### src/hw/rtl/scfu_pkg.sv
// ----------------------------------------------------------------------------
// scfu_pkg
// Shared types, constants and helper functions of the spherical camera unit.
// ----------------------------------------------------------------------------
package scfu_pkg;

	// number formats
	localparam int ANG_BITS          = 20;  // angle width, fraction of a turn
	localparam int CORDIC_ITERATIONS = 18;  // rotation steps per sine/cosine
	localparam int ITER_W            = 5;   // indexes the 32-entry arctangent table
	localparam int CW                = 34;  // CORDIC x/y/z datapath width (Q30 + margin)
	localparam int DIR_W             = 18;  // Q1.16 direction component
	localparam int POS_W             = 32;  // Q16.16 coordinate
	localparam int SUM_W             = 35;  // coordinate sums before saturation
	localparam int MUL_A_W           = 32;
	localparam int PROD_W            = 50;  // 32 x 18 signed product
	localparam int DD_W              = 34;  // rounded product, Q16.16 with headroom
	localparam int STEP_W            = 20;  // angle step and start angle registers
	localparam int MSTEP_W           = 31;
	localparam int CFG_W             = 32;
	localparam int CFG_IDX_W         = 3;

	localparam logic signed [CW-1:0]    CORDIC_GAIN = 34'sd652032874;
	localparam logic signed [DIR_W-1:0] Q16_ONE     = 18'sd65536;

	// register reset values
	localparam logic [STEP_W-1:0]       THETA_STEP_RST  = 20'd16689;
	localparam logic [STEP_W-1:0]       BETA_STEP_RST   = 20'd16689;
	localparam logic [MSTEP_W-1:0]      MOVE_STEP_RST   = 31'd458752;
	localparam logic signed [POS_W-1:0] START_X_RST     = 32'sd0;
	localparam logic signed [POS_W-1:0] START_Y_RST     = 32'sd1310720;
	localparam logic signed [POS_W-1:0] START_Z_RST     = 32'sd4587520;
	localparam logic [STEP_W-1:0]       START_THETA_RST = 20'd784519;
	localparam logic [STEP_W-1:0]       START_BETA_RST  = 20'd269979;

	// action codes
	localparam logic [1:0] ACT_ORIENT  = 2'd0;
	localparam logic [1:0] ACT_MOVE    = 2'd1;
	localparam logic [1:0] ACT_RESTART = 2'd2;

	// configuration register indexes
	typedef enum logic [CFG_IDX_W-1:0] {
		REG_THETA_STEP  = 3'd0,
		REG_BETA_STEP   = 3'd1,
		REG_MOVE_STEP   = 3'd2,
		REG_START_X     = 3'd3,
		REG_START_Y     = 3'd4,
		REG_START_Z     = 3'd5,
		REG_START_THETA = 3'd6,
		REG_START_BETA  = 3'd7
	} cfg_reg_t;

	// sequencer states
	typedef enum logic [3:0] {
		ST_IDLE,
		ST_START_TH,
		ST_RUN_TH,
		ST_RUN_BE,
		ST_DIR_X,
		ST_DIR_Z,
		ST_DIR_W,
		ST_MOV_X,
		ST_MOV_Y,
		ST_MOV_Z,
		ST_MOV_W,
		ST_DONE
	} state_t;

	// sine/cosine unit handshake
	typedef struct packed {
		logic                start;
		logic [ANG_BITS-1:0] angle;
	} cordic_req_t;

	typedef struct packed {
		logic                    done;
		logic signed [DIR_W-1:0] sin;
		logic signed [DIR_W-1:0] cos;
	} cordic_rsp_t;

	// arctangent of 2^-i in 2^-32 turns
	function automatic logic [31:0] atan_turn(input logic [ITER_W-1:0] i);
		logic [31:0] r;
		case (i)
			5'd0:    r = 32'h20000000;
			5'd1:    r = 32'h12E4051E;
			5'd2:    r = 32'h09FB385B;
			5'd3:    r = 32'h051111D4;
			5'd4:    r = 32'h028B0D43;
			5'd5:    r = 32'h0145D7E1;
			5'd6:    r = 32'h00A2F61E;
			5'd7:    r = 32'h00517C55;
			5'd8:    r = 32'h0028BE53;
			5'd9:    r = 32'h00145F2F;
			5'd10:   r = 32'h000A2F98;
			5'd11:   r = 32'h000517CC;
			5'd12:   r = 32'h00028BE6;
			5'd13:   r = 32'h000145F3;
			5'd14:   r = 32'h0000A2FA;
			5'd15:   r = 32'h0000517D;
			5'd16:   r = 32'h000028BE;
			5'd17:   r = 32'h0000145F;
			5'd18:   r = 32'h00000A30;
			5'd19:   r = 32'h00000518;
			5'd20:   r = 32'h0000028C;
			5'd21:   r = 32'h00000146;
			5'd22:   r = 32'h000000A3;
			5'd23:   r = 32'h00000051;
			5'd24:   r = 32'h00000029;
			5'd25:   r = 32'h00000014;
			5'd26:   r = 32'h0000000A;
			5'd27:   r = 32'h00000005;
			5'd28:   r = 32'h00000003;
			5'd29:   r = 32'h00000001;
			5'd30:   r = 32'h00000001;
			default: r = 32'h00000000;
		endcase
		return r;
	endfunction

	// clamp a widened sum to the signed 32-bit range
	function automatic logic signed [POS_W-1:0] sat32(input logic signed [SUM_W-1:0] v);
		logic signed [POS_W-1:0] r;
		if (v > SUM_W'(32'sh7FFFFFFF))
			r = 32'sh7FFFFFFF;
		else if (v < -SUM_W'(33'sh080000000))
			r = 32'sh80000000;
		else
			r = v[POS_W-1:0];
		return r;
	endfunction

	// fit a 20-bit register value to the angle width (truncate or zero-extend)
	function automatic logic [ANG_BITS-1:0] angle_fit(input logic [STEP_W-1:0] v);
		logic [ANG_BITS+STEP_W-1:0] w;
		w = {{ANG_BITS{1'b0}}, v};
		return w[ANG_BITS-1:0];
	endfunction

endpackage

### src/hw/rtl/scfu_if.sv
// ----------------------------------------------------------------------------
// scfu_if
// Valid/ready channels of the camera unit: command items in, view items out.
// ----------------------------------------------------------------------------
interface scfu_cmd_if;
	logic       valid;
	logic       ready;
	logic [1:0] action;
	logic       change_beta;
	logic       beta_up;
	logic       change_theta;
	logic       theta_up;
	logic       forward;

	modport source (
		output valid, action, change_beta, beta_up, change_theta, theta_up, forward,
		input  ready
	);
	modport sink (
		input  valid, action, change_beta, beta_up, change_theta, theta_up, forward,
		output ready
	);
endinterface

interface scfu_res_if;
	logic              valid;
	logic              ready;
	logic signed [31:0] eye_x;
	logic signed [31:0] eye_y;
	logic signed [31:0] eye_z;
	logic signed [31:0] center_x;
	logic signed [31:0] center_y;
	logic signed [31:0] center_z;

	modport source (
		output valid, eye_x, eye_y, eye_z, center_x, center_y, center_z,
		input  ready
	);
	modport sink (
		input  valid, eye_x, eye_y, eye_z, center_x, center_y, center_z,
		output ready
	);
endinterface

### src/hw/rtl/scfu_cordic.sv
// ----------------------------------------------------------------------------
// scfu_cordic
// Iterative sine/cosine unit: one CORDIC rotation per cycle, quadrant fold.
// ----------------------------------------------------------------------------
module scfu_cordic (
	input  logic                  clk,
	input  logic                  arst_n,
	input  scfu_pkg::cordic_req_t req,
	output scfu_pkg::cordic_rsp_t rsp
);

	logic                            run_q;
	logic                            done_q;
	logic [scfu_pkg::ITER_W-1:0]     iter_q;
	logic signed [scfu_pkg::CW-1:0]  x_q;
	logic signed [scfu_pkg::CW-1:0]  y_q;
	logic signed [scfu_pkg::CW-1:0]  z_q;
	logic [1:0]                      quad_q;

	logic [31:0]                     a32;
	logic signed [scfu_pkg::CW-1:0]  xs;
	logic signed [scfu_pkg::CW-1:0]  ys;
	logic signed [scfu_pkg::CW-1:0]  at;
	logic signed [scfu_pkg::DIR_W-1:0] c_r;
	logic signed [scfu_pkg::DIR_W-1:0] s_r;

	// Q30 to Q16 with round half up, clamped to one
	function automatic logic signed [scfu_pkg::DIR_W-1:0] to_q16(
		input logic signed [scfu_pkg::CW-1:0] v
	);
		logic signed [scfu_pkg::CW-1:0] r;
		logic signed [scfu_pkg::DIR_W-1:0] o;
		r = (v + scfu_pkg::CW'(15'sd8192)) >>> 14;
		if (r > scfu_pkg::CW'(scfu_pkg::Q16_ONE))
			o = scfu_pkg::Q16_ONE;
		else if (r < -scfu_pkg::CW'(scfu_pkg::Q16_ONE))
			o = -scfu_pkg::Q16_ONE;
		else
			o = r[scfu_pkg::DIR_W-1:0];
		return o;
	endfunction

	// angle widened to a full 32-bit turn fraction; shared shifter per step
	always_comb begin
		a32 = 32'(req.angle) << (32 - scfu_pkg::ANG_BITS);
		xs  = x_q >>> iter_q;
		ys  = y_q >>> iter_q;
		at  = signed'({2'b00, scfu_pkg::atan_turn(iter_q)});
	end

	// iteration control
	always_ff @(posedge clk or negedge arst_n) begin
		if (!arst_n) begin
			run_q  <= 1'b0;
			done_q <= 1'b0;
			iter_q <= '0;
		end else begin
			done_q <= 1'b0;
			if (req.start) begin
				run_q  <= 1'b1;
				iter_q <= '0;
			end else if (run_q) begin
				iter_q <= iter_q + 1'b1;
				if (iter_q == scfu_pkg::ITER_W'(scfu_pkg::CORDIC_ITERATIONS - 1)) begin
					run_q  <= 1'b0;
					done_q <= 1'b1;
				end
			end
		end
	end

	// rotation datapath
	always_ff @(posedge clk) begin
		if (req.start) begin
			x_q    <= scfu_pkg::CORDIC_GAIN;
			y_q    <= '0;
			z_q    <= signed'({4'b0000, a32[29:0]});
			quad_q <= a32[31:30];
		end else if (run_q) begin
			if (z_q >= 0) begin
				x_q <= x_q - ys;
				y_q <= y_q + xs;
				z_q <= z_q - at;
			end else begin
				x_q <= x_q + ys;
				y_q <= y_q - xs;
				z_q <= z_q + at;
			end
		end
	end

	// quadrant fold of the rounded results
	always_comb begin
		c_r = to_q16(x_q);
		s_r = to_q16(y_q);
		rsp.done = done_q;
		case (quad_q)
			2'd0: begin
				rsp.cos = c_r;
				rsp.sin = s_r;
			end
			2'd1: begin
				rsp.cos = -s_r;
				rsp.sin = c_r;
			end
			2'd2: begin
				rsp.cos = -c_r;
				rsp.sin = -s_r;
			end
			default: begin
				rsp.cos = s_r;
				rsp.sin = -c_r;
			end
		endcase
	end

endmodule

### src/hw/rtl/spherical_free_camera_update_unit.sv
// ----------------------------------------------------------------------------
// spherical_free_camera_update_unit
// Free-fly camera: view angles, position and sight direction, one view per item.
// ----------------------------------------------------------------------------
// Takes one command item at a time and returns one view item (eye and look-at
// point) for each. A move item steps through the states MOV_X, MOV_Y, MOV_Z
// and MOV_W before its view is loaded; an action code of 3 goes straight to
// DONE. For orient and restart items the direction is rebuilt by a single
// iterative CORDIC unit that runs 18 rotations for the polar angle and then
// 18 for the azimuth angle, followed by two passes through the shared 32x18
// multiplier. After reset the same direction pass runs once (no view item)
// before cmd.ready first rises; register writes are taken throughout. A finished
// view waits in the output register while the next command is accepted.
module spherical_free_camera_update_unit (
	input  logic                               clk,
	input  logic                               arst_n,
	input  logic                               wr_en,
	input  logic [scfu_pkg::CFG_IDX_W-1:0]     wr_index,
	input  logic [scfu_pkg::CFG_W-1:0]         wr_data,
	scfu_cmd_if.sink                           cmd,
	scfu_res_if.source                         res
);

	// configuration registers
	logic [scfu_pkg::STEP_W-1:0]         theta_step_q;
	logic [scfu_pkg::STEP_W-1:0]         beta_step_q;
	logic [scfu_pkg::MSTEP_W-1:0]        move_step_q;
	logic signed [scfu_pkg::POS_W-1:0]   start_x_q;
	logic signed [scfu_pkg::POS_W-1:0]   start_y_q;
	logic signed [scfu_pkg::POS_W-1:0]   start_z_q;
	logic [scfu_pkg::STEP_W-1:0]         start_theta_q;
	logic [scfu_pkg::STEP_W-1:0]         start_beta_q;

	// camera state
	scfu_pkg::state_t                    state_q;
	scfu_pkg::state_t                    state_d;
	logic                                init_q;
	logic [scfu_pkg::ANG_BITS-1:0]       polar_q;
	logic [scfu_pkg::ANG_BITS-1:0]       azim_q;
	logic signed [scfu_pkg::POS_W-1:0]   pos_x_q;
	logic signed [scfu_pkg::POS_W-1:0]   pos_y_q;
	logic signed [scfu_pkg::POS_W-1:0]   pos_z_q;
	logic signed [scfu_pkg::DIR_W-1:0]   dir_x_q;
	logic signed [scfu_pkg::DIR_W-1:0]   dir_y_q;
	logic signed [scfu_pkg::DIR_W-1:0]   dir_z_q;
	logic signed [scfu_pkg::DIR_W-1:0]   st_q;
	logic signed [scfu_pkg::DIR_W-1:0]   sb_q;
	logic signed [scfu_pkg::DIR_W-1:0]   cb_q;
	logic signed [scfu_pkg::PROD_W-1:0]  prod_q;
	logic                                fwd_q;

	// result register
	logic                                res_valid_q;
	logic signed [scfu_pkg::POS_W-1:0]   eye_x_q;
	logic signed [scfu_pkg::POS_W-1:0]   eye_y_q;
	logic signed [scfu_pkg::POS_W-1:0]   eye_z_q;
	logic signed [scfu_pkg::POS_W-1:0]   ctr_x_q;
	logic signed [scfu_pkg::POS_W-1:0]   ctr_y_q;
	logic signed [scfu_pkg::POS_W-1:0]   ctr_z_q;

	// datapath signals
	scfu_pkg::cordic_req_t               cor_req;
	scfu_pkg::cordic_rsp_t               cor_rsp;
	logic                                accept;
	logic                                out_load;
	logic signed [scfu_pkg::MUL_A_W-1:0] mul_a;
	logic signed [scfu_pkg::DIR_W-1:0]   mul_b;
	logic signed [scfu_pkg::PROD_W-1:0]  prod_d;
	logic signed [scfu_pkg::PROD_W-1:0]  rnd;
	logic signed [scfu_pkg::DD_W-1:0]    dd;
	logic signed [scfu_pkg::POS_W-1:0]   pos_cur;
	logic signed [scfu_pkg::SUM_W-1:0]   pos_sum;
	logic signed [scfu_pkg::POS_W-1:0]   pos_new;

	scfu_cordic u_cordic (
		.clk    (clk),
		.arst_n (arst_n),
		.req    (cor_req),
		.rsp    (cor_rsp)
	);

	// configuration writes
	always_ff @(posedge clk or negedge arst_n) begin
		if (!arst_n) begin
			theta_step_q  <= scfu_pkg::THETA_STEP_RST;
			beta_step_q   <= scfu_pkg::BETA_STEP_RST;
			move_step_q   <= scfu_pkg::MOVE_STEP_RST;
			start_x_q     <= scfu_pkg::START_X_RST;
			start_y_q     <= scfu_pkg::START_Y_RST;
			start_z_q     <= scfu_pkg::START_Z_RST;
			start_theta_q <= scfu_pkg::START_THETA_RST;
			start_beta_q  <= scfu_pkg::START_BETA_RST;
		end else if (wr_en) begin
			case (scfu_pkg::cfg_reg_t'(wr_index))
				scfu_pkg::REG_THETA_STEP:  theta_step_q  <= wr_data[scfu_pkg::STEP_W-1:0];
				scfu_pkg::REG_BETA_STEP:   beta_step_q   <= wr_data[scfu_pkg::STEP_W-1:0];
				scfu_pkg::REG_MOVE_STEP:   move_step_q   <= wr_data[scfu_pkg::MSTEP_W-1:0];
				scfu_pkg::REG_START_X:     start_x_q     <= signed'(wr_data);
				scfu_pkg::REG_START_Y:     start_y_q     <= signed'(wr_data);
				scfu_pkg::REG_START_Z:     start_z_q     <= signed'(wr_data);
				scfu_pkg::REG_START_THETA: start_theta_q <= wr_data[scfu_pkg::STEP_W-1:0];
				scfu_pkg::REG_START_BETA:  start_beta_q  <= wr_data[scfu_pkg::STEP_W-1:0];
				default: ;
			endcase
		end
	end

	// next state
	always_comb begin
		state_d = state_q;
		case (state_q)
			scfu_pkg::ST_IDLE: begin
				if (cmd.valid) begin
					case (cmd.action)
						scfu_pkg::ACT_ORIENT,
						scfu_pkg::ACT_RESTART: state_d = scfu_pkg::ST_START_TH;
						scfu_pkg::ACT_MOVE:    state_d = scfu_pkg::ST_MOV_X;
						default:               state_d = scfu_pkg::ST_DONE;
					endcase
				end
			end
			scfu_pkg::ST_START_TH: state_d = scfu_pkg::ST_RUN_TH;
			scfu_pkg::ST_RUN_TH: begin
				if (cor_rsp.done)
					state_d = scfu_pkg::ST_RUN_BE;
			end
			scfu_pkg::ST_RUN_BE: begin
				if (cor_rsp.done)
					state_d = scfu_pkg::ST_DIR_X;
			end
			scfu_pkg::ST_DIR_X: state_d = scfu_pkg::ST_DIR_Z;
			scfu_pkg::ST_DIR_Z: state_d = scfu_pkg::ST_DIR_W;
			// the pass after reset returns no view item
			scfu_pkg::ST_DIR_W: state_d = init_q ? scfu_pkg::ST_IDLE : scfu_pkg::ST_DONE;
			scfu_pkg::ST_MOV_X: state_d = scfu_pkg::ST_MOV_Y;
			scfu_pkg::ST_MOV_Y: state_d = scfu_pkg::ST_MOV_Z;
			scfu_pkg::ST_MOV_Z: state_d = scfu_pkg::ST_MOV_W;
			scfu_pkg::ST_MOV_W: state_d = scfu_pkg::ST_DONE;
			scfu_pkg::ST_DONE: begin
				if (!res_valid_q || res.ready)
					state_d = scfu_pkg::ST_IDLE;
			end
			default: state_d = scfu_pkg::ST_IDLE;
		endcase
	end

	// sequencer outputs: handshakes, CORDIC start, multiplier operands
	always_comb begin
		cmd.ready     = (state_q == scfu_pkg::ST_IDLE);
		accept        = cmd.valid && (state_q == scfu_pkg::ST_IDLE);
		out_load      = (state_q == scfu_pkg::ST_DONE) && (!res_valid_q || res.ready);
		cor_req.start = 1'b0;
		cor_req.angle = polar_q;
		mul_a         = '0;
		mul_b         = '0;
		pos_cur       = pos_x_q;
		case (state_q)
			scfu_pkg::ST_START_TH: begin
				cor_req.start = 1'b1;
			end
			scfu_pkg::ST_RUN_TH: begin
				cor_req.start = cor_rsp.done;
				cor_req.angle = azim_q;
			end
			scfu_pkg::ST_DIR_X: begin
				mul_a = scfu_pkg::MUL_A_W'(st_q);
				mul_b = cb_q;
			end
			scfu_pkg::ST_DIR_Z: begin
				mul_a = scfu_pkg::MUL_A_W'(st_q);
				mul_b = sb_q;
			end
			scfu_pkg::ST_MOV_X: begin
				mul_a = signed'({1'b0, move_step_q});
				mul_b = dir_x_q;
			end
			scfu_pkg::ST_MOV_Y: begin
				mul_a   = signed'({1'b0, move_step_q});
				mul_b   = dir_y_q;
				pos_cur = pos_x_q;
			end
			scfu_pkg::ST_MOV_Z: begin
				mul_a   = signed'({1'b0, move_step_q});
				mul_b   = dir_z_q;
				pos_cur = pos_y_q;
			end
			scfu_pkg::ST_MOV_W: begin
				pos_cur = pos_z_q;
			end
			default: ;
		endcase
	end

	// shared multiplier, registered rounding and saturating position update
	always_comb begin
		prod_d  = scfu_pkg::PROD_W'(mul_a) * scfu_pkg::PROD_W'(mul_b);
		rnd     = (prod_q + scfu_pkg::PROD_W'(17'sd32768)) >>> 16;
		dd      = rnd[scfu_pkg::DD_W-1:0];
		if (fwd_q)
			pos_sum = scfu_pkg::SUM_W'(pos_cur) + scfu_pkg::SUM_W'(dd);
		else
			pos_sum = scfu_pkg::SUM_W'(pos_cur) - scfu_pkg::SUM_W'(dd);
		pos_new = scfu_pkg::sat32(pos_sum);
	end

	// control state and camera state that reset defines
	always_ff @(posedge clk or negedge arst_n) begin
		if (!arst_n) begin
			state_q     <= scfu_pkg::ST_START_TH;
			init_q      <= 1'b1;
			res_valid_q <= 1'b0;
			polar_q     <= scfu_pkg::angle_fit(scfu_pkg::START_THETA_RST);
			azim_q      <= scfu_pkg::angle_fit(scfu_pkg::START_BETA_RST);
			pos_x_q     <= scfu_pkg::START_X_RST;
			pos_y_q     <= scfu_pkg::START_Y_RST;
			pos_z_q     <= scfu_pkg::START_Z_RST;
		end else begin
			state_q <= state_d;
			if (state_q == scfu_pkg::ST_DIR_W)
				init_q <= 1'b0;
			if (out_load)
				res_valid_q <= 1'b1;
			else if (res.ready)
				res_valid_q <= 1'b0;

			// command decode on acceptance
			if (accept) begin
				if (cmd.action == scfu_pkg::ACT_ORIENT) begin
					if (cmd.change_beta)
						azim_q <= cmd.beta_up ? azim_q + scfu_pkg::angle_fit(beta_step_q)
							: azim_q - scfu_pkg::angle_fit(beta_step_q);
					if (cmd.change_theta)
						polar_q <= cmd.theta_up ? polar_q + scfu_pkg::angle_fit(theta_step_q)
							: polar_q - scfu_pkg::angle_fit(theta_step_q);
				end else if (cmd.action == scfu_pkg::ACT_RESTART) begin
					polar_q <= scfu_pkg::angle_fit(start_theta_q);
					azim_q  <= scfu_pkg::angle_fit(start_beta_q);
					pos_x_q <= start_x_q;
					pos_y_q <= start_y_q;
					pos_z_q <= start_z_q;
				end
			end

			// move steps, one coordinate per cycle
			case (state_q)
				scfu_pkg::ST_MOV_Y: pos_x_q <= pos_new;
				scfu_pkg::ST_MOV_Z: pos_y_q <= pos_new;
				scfu_pkg::ST_MOV_W: pos_z_q <= pos_new;
				default: ;
			endcase
		end
	end

	// direction, trig capture and product registers
	always_ff @(posedge clk) begin
		if (accept)
			fwd_q <= cmd.forward;
		prod_q <= prod_d;
		case (state_q)
			scfu_pkg::ST_RUN_TH: begin
				if (cor_rsp.done) begin
					st_q    <= cor_rsp.sin;
					dir_y_q <= cor_rsp.cos;
				end
			end
			scfu_pkg::ST_RUN_BE: begin
				if (cor_rsp.done) begin
					sb_q <= cor_rsp.sin;
					cb_q <= cor_rsp.cos;
				end
			end
			scfu_pkg::ST_DIR_Z: dir_x_q <= rnd[scfu_pkg::DIR_W-1:0];
			scfu_pkg::ST_DIR_W: dir_z_q <= rnd[scfu_pkg::DIR_W-1:0];
			default: ;
		endcase
	end

	// view item: eye and saturated look-at point
	always_ff @(posedge clk) begin
		if (out_load) begin
			eye_x_q <= pos_x_q;
			eye_y_q <= pos_y_q;
			eye_z_q <= pos_z_q;
			ctr_x_q <= scfu_pkg::sat32(scfu_pkg::SUM_W'(pos_x_q) + scfu_pkg::SUM_W'(dir_x_q));
			ctr_y_q <= scfu_pkg::sat32(scfu_pkg::SUM_W'(pos_y_q) + scfu_pkg::SUM_W'(dir_y_q));
			ctr_z_q <= scfu_pkg::sat32(scfu_pkg::SUM_W'(pos_z_q) + scfu_pkg::SUM_W'(dir_z_q));
		end
	end

	assign res.valid    = res_valid_q;
	assign res.eye_x    = eye_x_q;
	assign res.eye_y    = eye_y_q;
	assign res.eye_z    = eye_z_q;
	assign res.center_x = ctr_x_q;
	assign res.center_y = ctr_y_q;
	assign res.center_z = ctr_z_q;

endmodule

### src/flat_wrapper.sv
// flat-port wrapper written by rule: the top's interface ports become plain ports
module spherical_free_camera_update_unit_flat 
  (clk, arst_n, wr_en, wr_index, wr_data, cmd_valid, cmd_action, cmd_change_beta, cmd_beta_up, cmd_change_theta, cmd_theta_up, cmd_forward, cmd_ready, res_valid, res_eye_x, res_eye_y, res_eye_z, res_center_x, res_center_y, res_center_z, res_ready);
  scfu_cmd_if cmd_i ();
  scfu_res_if res_i ();
  input  logic clk;
  input  logic arst_n;
  input  logic wr_en;
  input  logic [scfu_pkg::CFG_IDX_W-1:0] wr_index;
  input  logic [scfu_pkg::CFG_W-1:0] wr_data;
  input wire logic [$bits(cmd_i.valid)-1:0] cmd_valid;
  input wire logic [$bits(cmd_i.action)-1:0] cmd_action;
  input wire logic [$bits(cmd_i.change_beta)-1:0] cmd_change_beta;
  input wire logic [$bits(cmd_i.beta_up)-1:0] cmd_beta_up;
  input wire logic [$bits(cmd_i.change_theta)-1:0] cmd_change_theta;
  input wire logic [$bits(cmd_i.theta_up)-1:0] cmd_theta_up;
  input wire logic [$bits(cmd_i.forward)-1:0] cmd_forward;
  output wire logic [$bits(cmd_i.ready)-1:0] cmd_ready;
  output wire logic [$bits(res_i.valid)-1:0] res_valid;
  output wire logic [$bits(res_i.eye_x)-1:0] res_eye_x;
  output wire logic [$bits(res_i.eye_y)-1:0] res_eye_y;
  output wire logic [$bits(res_i.eye_z)-1:0] res_eye_z;
  output wire logic [$bits(res_i.center_x)-1:0] res_center_x;
  output wire logic [$bits(res_i.center_y)-1:0] res_center_y;
  output wire logic [$bits(res_i.center_z)-1:0] res_center_z;
  input wire logic [$bits(res_i.ready)-1:0] res_ready;
  assign cmd_i.valid = cmd_valid;
  assign cmd_i.action = cmd_action;
  assign cmd_i.change_beta = cmd_change_beta;
  assign cmd_i.beta_up = cmd_beta_up;
  assign cmd_i.change_theta = cmd_change_theta;
  assign cmd_i.theta_up = cmd_theta_up;
  assign cmd_i.forward = cmd_forward;
  assign cmd_ready = cmd_i.ready;
  assign res_valid = res_i.valid;
  assign res_eye_x = res_i.eye_x;
  assign res_eye_y = res_i.eye_y;
  assign res_eye_z = res_i.eye_z;
  assign res_center_x = res_i.center_x;
  assign res_center_y = res_i.center_y;
  assign res_center_z = res_i.center_z;
  assign res_i.ready = res_ready;
  spherical_free_camera_update_unit u_core (.clk(clk), .arst_n(arst_n), .wr_en(wr_en), .wr_index(wr_index), .wr_data(wr_data), .cmd(cmd_i), .res(res_i));
endmodule
### config.mk
export PLATFORM = sky130hd
export DESIGN_NAME = spherical_free_camera_update_unit_flat
export DESIGN_NICKNAME = d
export VERILOG_FILES = /design/src/hw/rtl/scfu_pkg.sv /design/src/hw/rtl/scfu_if.sv /design/src/hw/rtl/scfu_cordic.sv /design/src/hw/rtl/spherical_free_camera_update_unit.sv /design/src/flat_wrapper.sv
export SDC_FILE = /design/constraint.sdc
export NUM_CORES = 2
export LEC_CHECK = 0
export ABC_CLOCK_PERIOD_IN_PS = 16300
export BUFFER_PORTS_ARGS = -buffer_cell sky130_fd_sc_hd__buf_2
export CORE_UTILIZATION = 35
export DETAILED_ROUTE_END_ITERATION = 8
export SLEW_MARGIN = 25
export SYNTH_ARGS = -nofsm -noshare
export SYNTH_HDL_FRONTEND = slang
export SYNTH_SLANG_ARGS = --single-unit
### constraint.sdc
create_clock -name clk -period 16.3 [get_ports clk]
set_input_delay 0 -clock clk [delete_from_list [all_inputs] [get_ports clk]]
set_output_delay 0 -clock clk [all_outputs]
set_load 0.01 [all_outputs]
======== Word level (Yosys, flattened, before mapping) ========
Memory sizes are Yosys's and may differ from the RTL's.
Cells that the tools add are included.
word-level totals
  register bits ........................... 811
  word-level logic and storage cells ...... 202
  output and inout bits ................... 194
  memories kept ........................... 1
  input bits .............................. 47
  memory bits (read-only) ................. 960
memory list
  name             words  bits a word  rd ports  clocked after memory_dff  wr ports  line            source
  (no name shown)  32     30           1         0                         0         scfu_pkg.sv:84  case (i)
operators by class
  reduce and logical (&&, ||, !) cells .... 36
  equality and inequality tests ........... 32
  multiplexer cells ....................... 58
  shift-type cells ........................ 2
  multiply operators ...................... 1
  order comparisons ....................... 13
  add/sub/neg operators ................... 21
operator list
  operator                                                                         number
  32-bit two-way mux                                                               17
  20-bit two-way mux                                                               9
  35-bit by 32-bit > comparator with 1-bit output (second input constant)          4
  35-bit by 32-bit less-than comparator with 1-bit output (second input constant)  4
  32-bit case mux with 2 select lines                                              2
  36-bit case mux with 3 select lines                                              1
  34-bit two-way mux                                                               3
  32-bit by 18-bit adder with 33-bit output                                        3
  18-bit case mux with 5 select lines                                              1
  18-bit two-way mux                                                               4
  34-bit by 15-bit adder with 34-bit output (second input constant)                2
  34-bit adder                                                                     2
  34-bit by 5-bit >>> shifter with 34-bit output                                   2
  34-bit subtractor                                                                2
  30-bit two-way mux                                                               2
  50-bit by 17-bit adder with 50-bit output (second input constant)                1
  32-bit by 18-bit multiplier with 50-bit output                                   1
  4-bit case mux with 12 select lines                                              1
  20-bit adder                                                                     2
  20-bit by 18-bit > comparator with 1-bit output (second input constant)          2
  20-bit by 17-bit less-than comparator with 1-bit output (second input constant)  2
  20-bit subtractor                                                                2
  18-bit negator                                                                   2
  32-bit by 34-bit adder with 35-bit output                                        1
  other kinds (35)                                                                 91

======== Depth between registers and ports, before layout ========
  depth after elaboration ................. 8
  gate-level depth with buffers ........... 34
  depth with buffers taken out ............ 31

======== By module ========
A second synthesis with hierarchy kept.
second synthesis, totals
  cell total of the unflattened synthesis .. 8118
  area total of the unflattened synthesis .. 75479.9 um^2
by module, submodules not included
  module                             sequential area each (um^2)  cells each  times used  area each (um^2)
  spherical_free_camera_update_unit  18559.0                      5569        1           55943.7
  scfu_cordic                        2457.4                       2549        1           19536.2

======== Least setup slack after synthesis ========
No wires, ideal clock.
  path type ............................... reg2reg
  start point ............................. reg u_core.state_q[1]
  end point ............................... reg u_core.ctr_x_q (netlist bit u_core.res.center_x[0]), enable pin
  stages on the path, launching flop included .. 5
  library setup time ...................... 0.979 ns
  data arrival time ....................... 14.107 ns
  data required time ...................... 15.321 ns
  buffers on the path ..................... 2
  clock period less this slack ............ 15.086 ns
  slack ................................... 1.214 ns
  path through ............................ dfrtp_1 clkbuf_1 buf_1 nand2_1 nor3_1
on the way
  cells in the longest elaborated chain, start to end .. 2
RTL lines
  item                       line                                      source
  start: declaration         spherical_free_camera_update_unit.sv:35   scfu_pkg::state_t state_q;
  start signal: assignment   spherical_free_camera_update_unit.sv:209  state_q <= scfu_pkg::ST_START_TH;
  start signal: assignment   spherical_free_camera_update_unit.sv:218  state_q <= state_d;
  4-bit == test              spherical_free_camera_update_unit.sv:151  out_load = (state_q == scfu_pkg::ST_DONE) && (!res_valid_q || res.ready);
  1-bit logical AND          spherical_free_camera_update_unit.sv:151
  named net u_core.out_load  spherical_free_camera_update_unit.sv:65   logic out_load;
  end signal: assignment     spherical_free_camera_update_unit.sv:284  ctr_x_q <= scfu_pkg::sat32(scfu_pkg::SUM_W'(pos_x_q) + scfu_pkg::SUM_W'(dir_x_q));
  end: declaration           spherical_free_camera_update_unit.sv:57   logic signed [scfu_pkg::POS_W-1:0] ctr_x_q;
The timed path passes the listed nets, and every way through them passes these cells.
A chain may end at the register's enable or synchronous reset.

======== Final worst setup path ========
  start point ............................. reg u_core.state_q[3]
  end point ............................... reg u_core.prod_q[49] in the netlist's numbering
on the way
  cells in the longest elaborated chain, start to end .. 4
  elaborated cells between the ends (all ways) .. 10
  those cells by class .................... 1 x mul; 5 x eq/ne; 2 x mux; 2 x reduce/logical
RTL lines
  item                                                                       line                                      source
  4-bit by 3-bit == test with 1-bit output or 4-bit == test (tied branches)  spherical_free_camera_update_unit.sv:157  case (state_q)
  3-bit OR reduction (no source line) or 2-bit OR reduction (tied branches)  --
  32-bit case mux with 2 select lines                                        spherical_free_camera_update_unit.sv:157
  32-bit by 18-bit multiplier with 50-bit output *                           spherical_free_camera_update_unit.sv:196  prod_d = scfu_pkg::PROD_W'(mul_a) * scfu_pkg::PROD_W'(mul_b);
  named net u_core.prod_d, one bit                                           spherical_free_camera_update_unit.sv:68   logic signed [scfu_pkg::PROD_W-1:0] prod_d;
  end signal: assignment                                                     spherical_free_camera_update_unit.sv:258  prod_q <= prod_d;
  end: declaration                                                           spherical_free_camera_update_unit.sv:49   logic signed [scfu_pkg::PROD_W-1:0] prod_q;
Mark *: on every way through the listed nets, which the timed path passes. The rest lies on a longest branch.

==> metrics.txt <==
Starting Density 0.352; Filler Cell Count 20700; routed vias/inst approximately 5.7; Reg clk slew, reported paths 0.06 ns; largest net degree at the start of global routing 148; layout cells sized above 1 0.125; CP delay by family, top compound AO/OA/AOI/OAI gates; Post-route DRC 0; Warnings, synthesis 0; EDFF count, synth roughly 320; Die Wd 461 um; crit path time final 10.24 ns; sequential share of power 0.218; 1st-iter DRT viols 6598; pwr dens approximately 210 nW/um^2; htree depth 3; final clock skew 0.0850 ns; post-synth top area share 0.152; Synth area leaders fa_1 (15%), edfxtp_1 (13%), dfrtp_1 (9.7%); post-synthesis adder-cell area fraction 0.222; Sw Pwr 0.00834 W; cells after synthesis 7867; Core Rows about 170; Syn-to-layout area delta 10.2%; Clk Latency, worst-skew pair 0.75 ns; Worst Tran Pin Value between 1 and 1.5 ns; Slew Limit Headroom 0.214; first-pass GRT wire length 389 mm; final setup fails 0; clk root buf clkbuf_16; Synth Net Count 8875; setup_tns 0 ns; Synth Area per Inst roughly 9.4 um^2; min-delay worst type primary input to flip-flop; Synth Register Bits around 800; Post-Syn Area 73900 um^2; share of the cycle needed by the critical path after routing 0.628; initial antenna violation count 17; Critical Path RT 16.95 ns; port bufs 240; worst-case clock buffer depth 3; Comb power frac 0.655; synth unique cells about 120; DR pass1 iterations 9; Die Y-Extent 461 um; DPL Wire Length 201 mm; XOR/XNOR share of the synthesized area 0.0594; Place WS 6.32 ns; crit end category flip-flop; max_cap viols 0; P_leak approximately 35 nW; Clock power frac 0.127; gr ovfl total 0; detailed-route via count 61600; WL/cell 24.2 um; max-slew violation count 0; Post-Synth Simple-Gate Area 0.137; Top cell by count, worst path fa_1; worst setup margin 6.06 ns; die area 213000 um^2; Sw Share 0.495; Peak VDD IR 339 uV; largest family of logic cells by synthesized area adder cells; CP startpoint kind flip-flop; CP Max Fanout 35; post-synthesis sequential area ratio 0.285; Arr. time, crit path ~11 ns; CTS tree built; NumNets Final 8941; vias in the first global route 59900; Core Footprint 210000 um^2; Power Internal 0.00850 W; Post-CTS Resized 0; Yosys top cell by area fa_1; Setup CP Type flip-flop to flip-flop; endpoints failing hold 0; Routability Congestion 0.965; worst path bufs/invs 4; top_reg_cell synth edfxtp_1; io pins 241; cts bufs inserted 90; Async S/R FF share, synth 0.447; antenna viol nets, final 0; Clock Sinks 796; Total Power 0.0168 W; unrepaired setup endpoints after global routing no; status finished clean; Synth Area in Compound Gates 0.157; DRT Wirelength roughly 260 mm; mux cell area share after synthesis 0.0777; Global Route Usage Sum 0.241; CP max stage cell a2111oi_1; CP max stage delay 0.99 ns; highest clock rate 0.0977 GHz
worst reg2reg max path, cell delays in order (launching register included):
cell       delay (ns)
dfrtp_1          0.67
nand2b_1         0.38
nor3_2           0.07
buf_4            0.30
a22oi_1          0.28
and4_1           0.93
nor2_1           0.19
fa_1             0.57
inv_1            0.05
fa_1             0.47
fa_1             0.50
fa_1             0.55
inv_1            0.05
fa_1             0.56
fa_1             0.46
ha_1             0.31
a21o_1           0.20
a2111oi_1        0.99
o211ai_1         0.19
o21ai_0          0.45
o21ai_0          0.26
a2111oi_0        0.49
buf_4            0.24
o211ai_1         0.21
a221oi_1         0.44
nor2b_1          0.09
nor2_1           0.14
xnor2_1          0.14
power groups by stage:
stage                     logic (W)  registers, W  clock network (W)
after floorplan             0.00843       0.00309                  0
after global placement       0.0107       0.00366                  0
after detailed placement     0.0108       0.00368                  0
after CTS                    0.0109       0.00365            0.00217
after global routing         0.0121       0.00371            0.00224
final                        0.0110       0.00367            0.00214
Yosys cell counts, drive strengths merged (17+ instances only):
cell and count:
edfxtp 321, maj3 17, or2 35, a21o 150
nand4 60, dfrtp 287, ha 400, and3 43
a22o 29, or3 49, a211o 20, a211oi 59
fa 561, nand2b 79, mux2 237, o21a 53
nand2 874, mux2i 138, o22ai 48, clkbuf 343
a21oi 426, nor3b 18, buf 76, mux4 73
nor3 110, dfstp 69, o211ai 124, o21bai 32
nand3 115, dfxtp 119, inv 723, o21ai 344
xor2 209, o221ai 21, nor2b 54, a22oi 181
nor4 38, nor2 640, xnor2 292, and2 42
o31ai 33, a31oi 74, and4 29
worst paths after layout:
kind | from | end | slack, ns | depth (start not counted)
worst min register to register | u_core.u_cordic.z_q[31]$_SDFFE_PP0P_ | u_core.u_cordic.z_q[31]$_SDFFE_PP0P_ | 0.47 | 2
max in group asynchronous | arst_n | u_core.start_theta_q[3]$_DFFE_PN0P_ | 14.10 | 5
worst max register to register | u_core.state_q[3]$_DFFE_PN0P_ | u_core.prod_q[49]$_DFF_P_ | 6.06 | 27
worst max-delay path | u_core.state_q[3]$_DFFE_PN0P_ | u_core.prod_q[49]$_DFF_P_ | 6.06 | 27
min in group asynchronous | arst_n | u_core.move_step_q[17]$_DFFE_PN1P_ | 0.41 | 3
worst min-delay path | wr_index[2] | u_core.start_theta_q[18]$_DFFE_PN0P_ | 0.05 | 4
sequential cells by signal (all words and copies together) (netlist names), 34 cells and up:
name / flops
u_core.prod_q: 35
u_core.u_cordic.y_q: 34
u_core.u_cordic.x_q: 34
u_core.u_cordic.z_q: 34
logic make-up (layout without fill, tap and decap cells):
| logic type | Yosys count | after routing |
|---|---|---|
| buffers and inverters | 1148 | 1290 |
| AND/OR/NAND/NOR | 2228 | 2228 |
| other | 0 | 2 |
| AO/OA/AOI/OAI | 1768 | 1768 |
| multiplexers | 448 | 448 |
| flip-flops | 796 | 796 |
| XOR/XNOR | 501 | 501 |
| adder cells (fa/ha/maj) | 978 | 978 |
through the flow:
step / hold slack, ns / instance area (um^2) / cells / util
after floorplan: -0.296 / 73900 / 7867 / -
after global placement: 0.0109 / 77700 / 10600 / 0.371
after detailed placement: 0.0230 / 77800 / 10600 / 0.371
after CTS: 0.0267 / 81400 / 10800 / 0.388
after global routing: 0.0605 / 81400 / 10800 / 0.388
final: 0.0501 / 81400 / 10800 / 0.388
area by class of cell:
class                           count  area, um^2  share of cell area
Timing Repair Buffer              393        2550              0.0314
Clock inverter                     49         548             0.00673
Sequential cell                   796       21000               0.258
Multi-Input combinational cell   5923       48500               0.596
Antenna cell                        2        5.00           0.0000615
Clock buffer                      119        2520              0.0310
Inverter                          729        2740              0.0337
Tap cell                         2805        3510              0.0431
timing repair:
action	4_1_cts	5_1_grt
endpoints found under the hold margin	404	0
setup endpoints to repair	0	0
hold buffers	48	0
setup buffers	0	0
per-layer routing:
layer  vias to the layer above  global-route usage  part of all wire
met2                      2810               0.392              0.46
met3                       542              0.0393             0.080
met5                         -                   0           0.00018
li1                      27600                   -                 -
met4                         6               0.103             0.049
met1                     30600               0.316              0.41
layout by cell type, fill, tap and decap left out, types with 41 or more instances in the layout:
cell           count
nand2b_1          78
mux4_2            72
nand3_1          112
buf_4            101
dlygate4sd3_1     47
nand4_1           59
nor2_1           632
a31oi_1           74
a22oi_1          181
dfstp_2           69
o22ai_1           47
ha_1             400
clkbuf_16         92
dfxtp_1          118
a211oi_1          58
or3_1             49
mux2i_1          132
fa_1             561
xor2_1           208
mux2_2           229
nand2_1          873
a21o_1           150
o21ai_0          331
edfxtp_1         321
o21a_1            53
and3_1            41
dfrtp_1          281
nor3_1           103
a21oi_1          426
nor2b_1           54
o211ai_1         124
inv_1            720
buf_2            239
xnor2_1          292
Note: power is estimated with default switching activity, not from simulation.
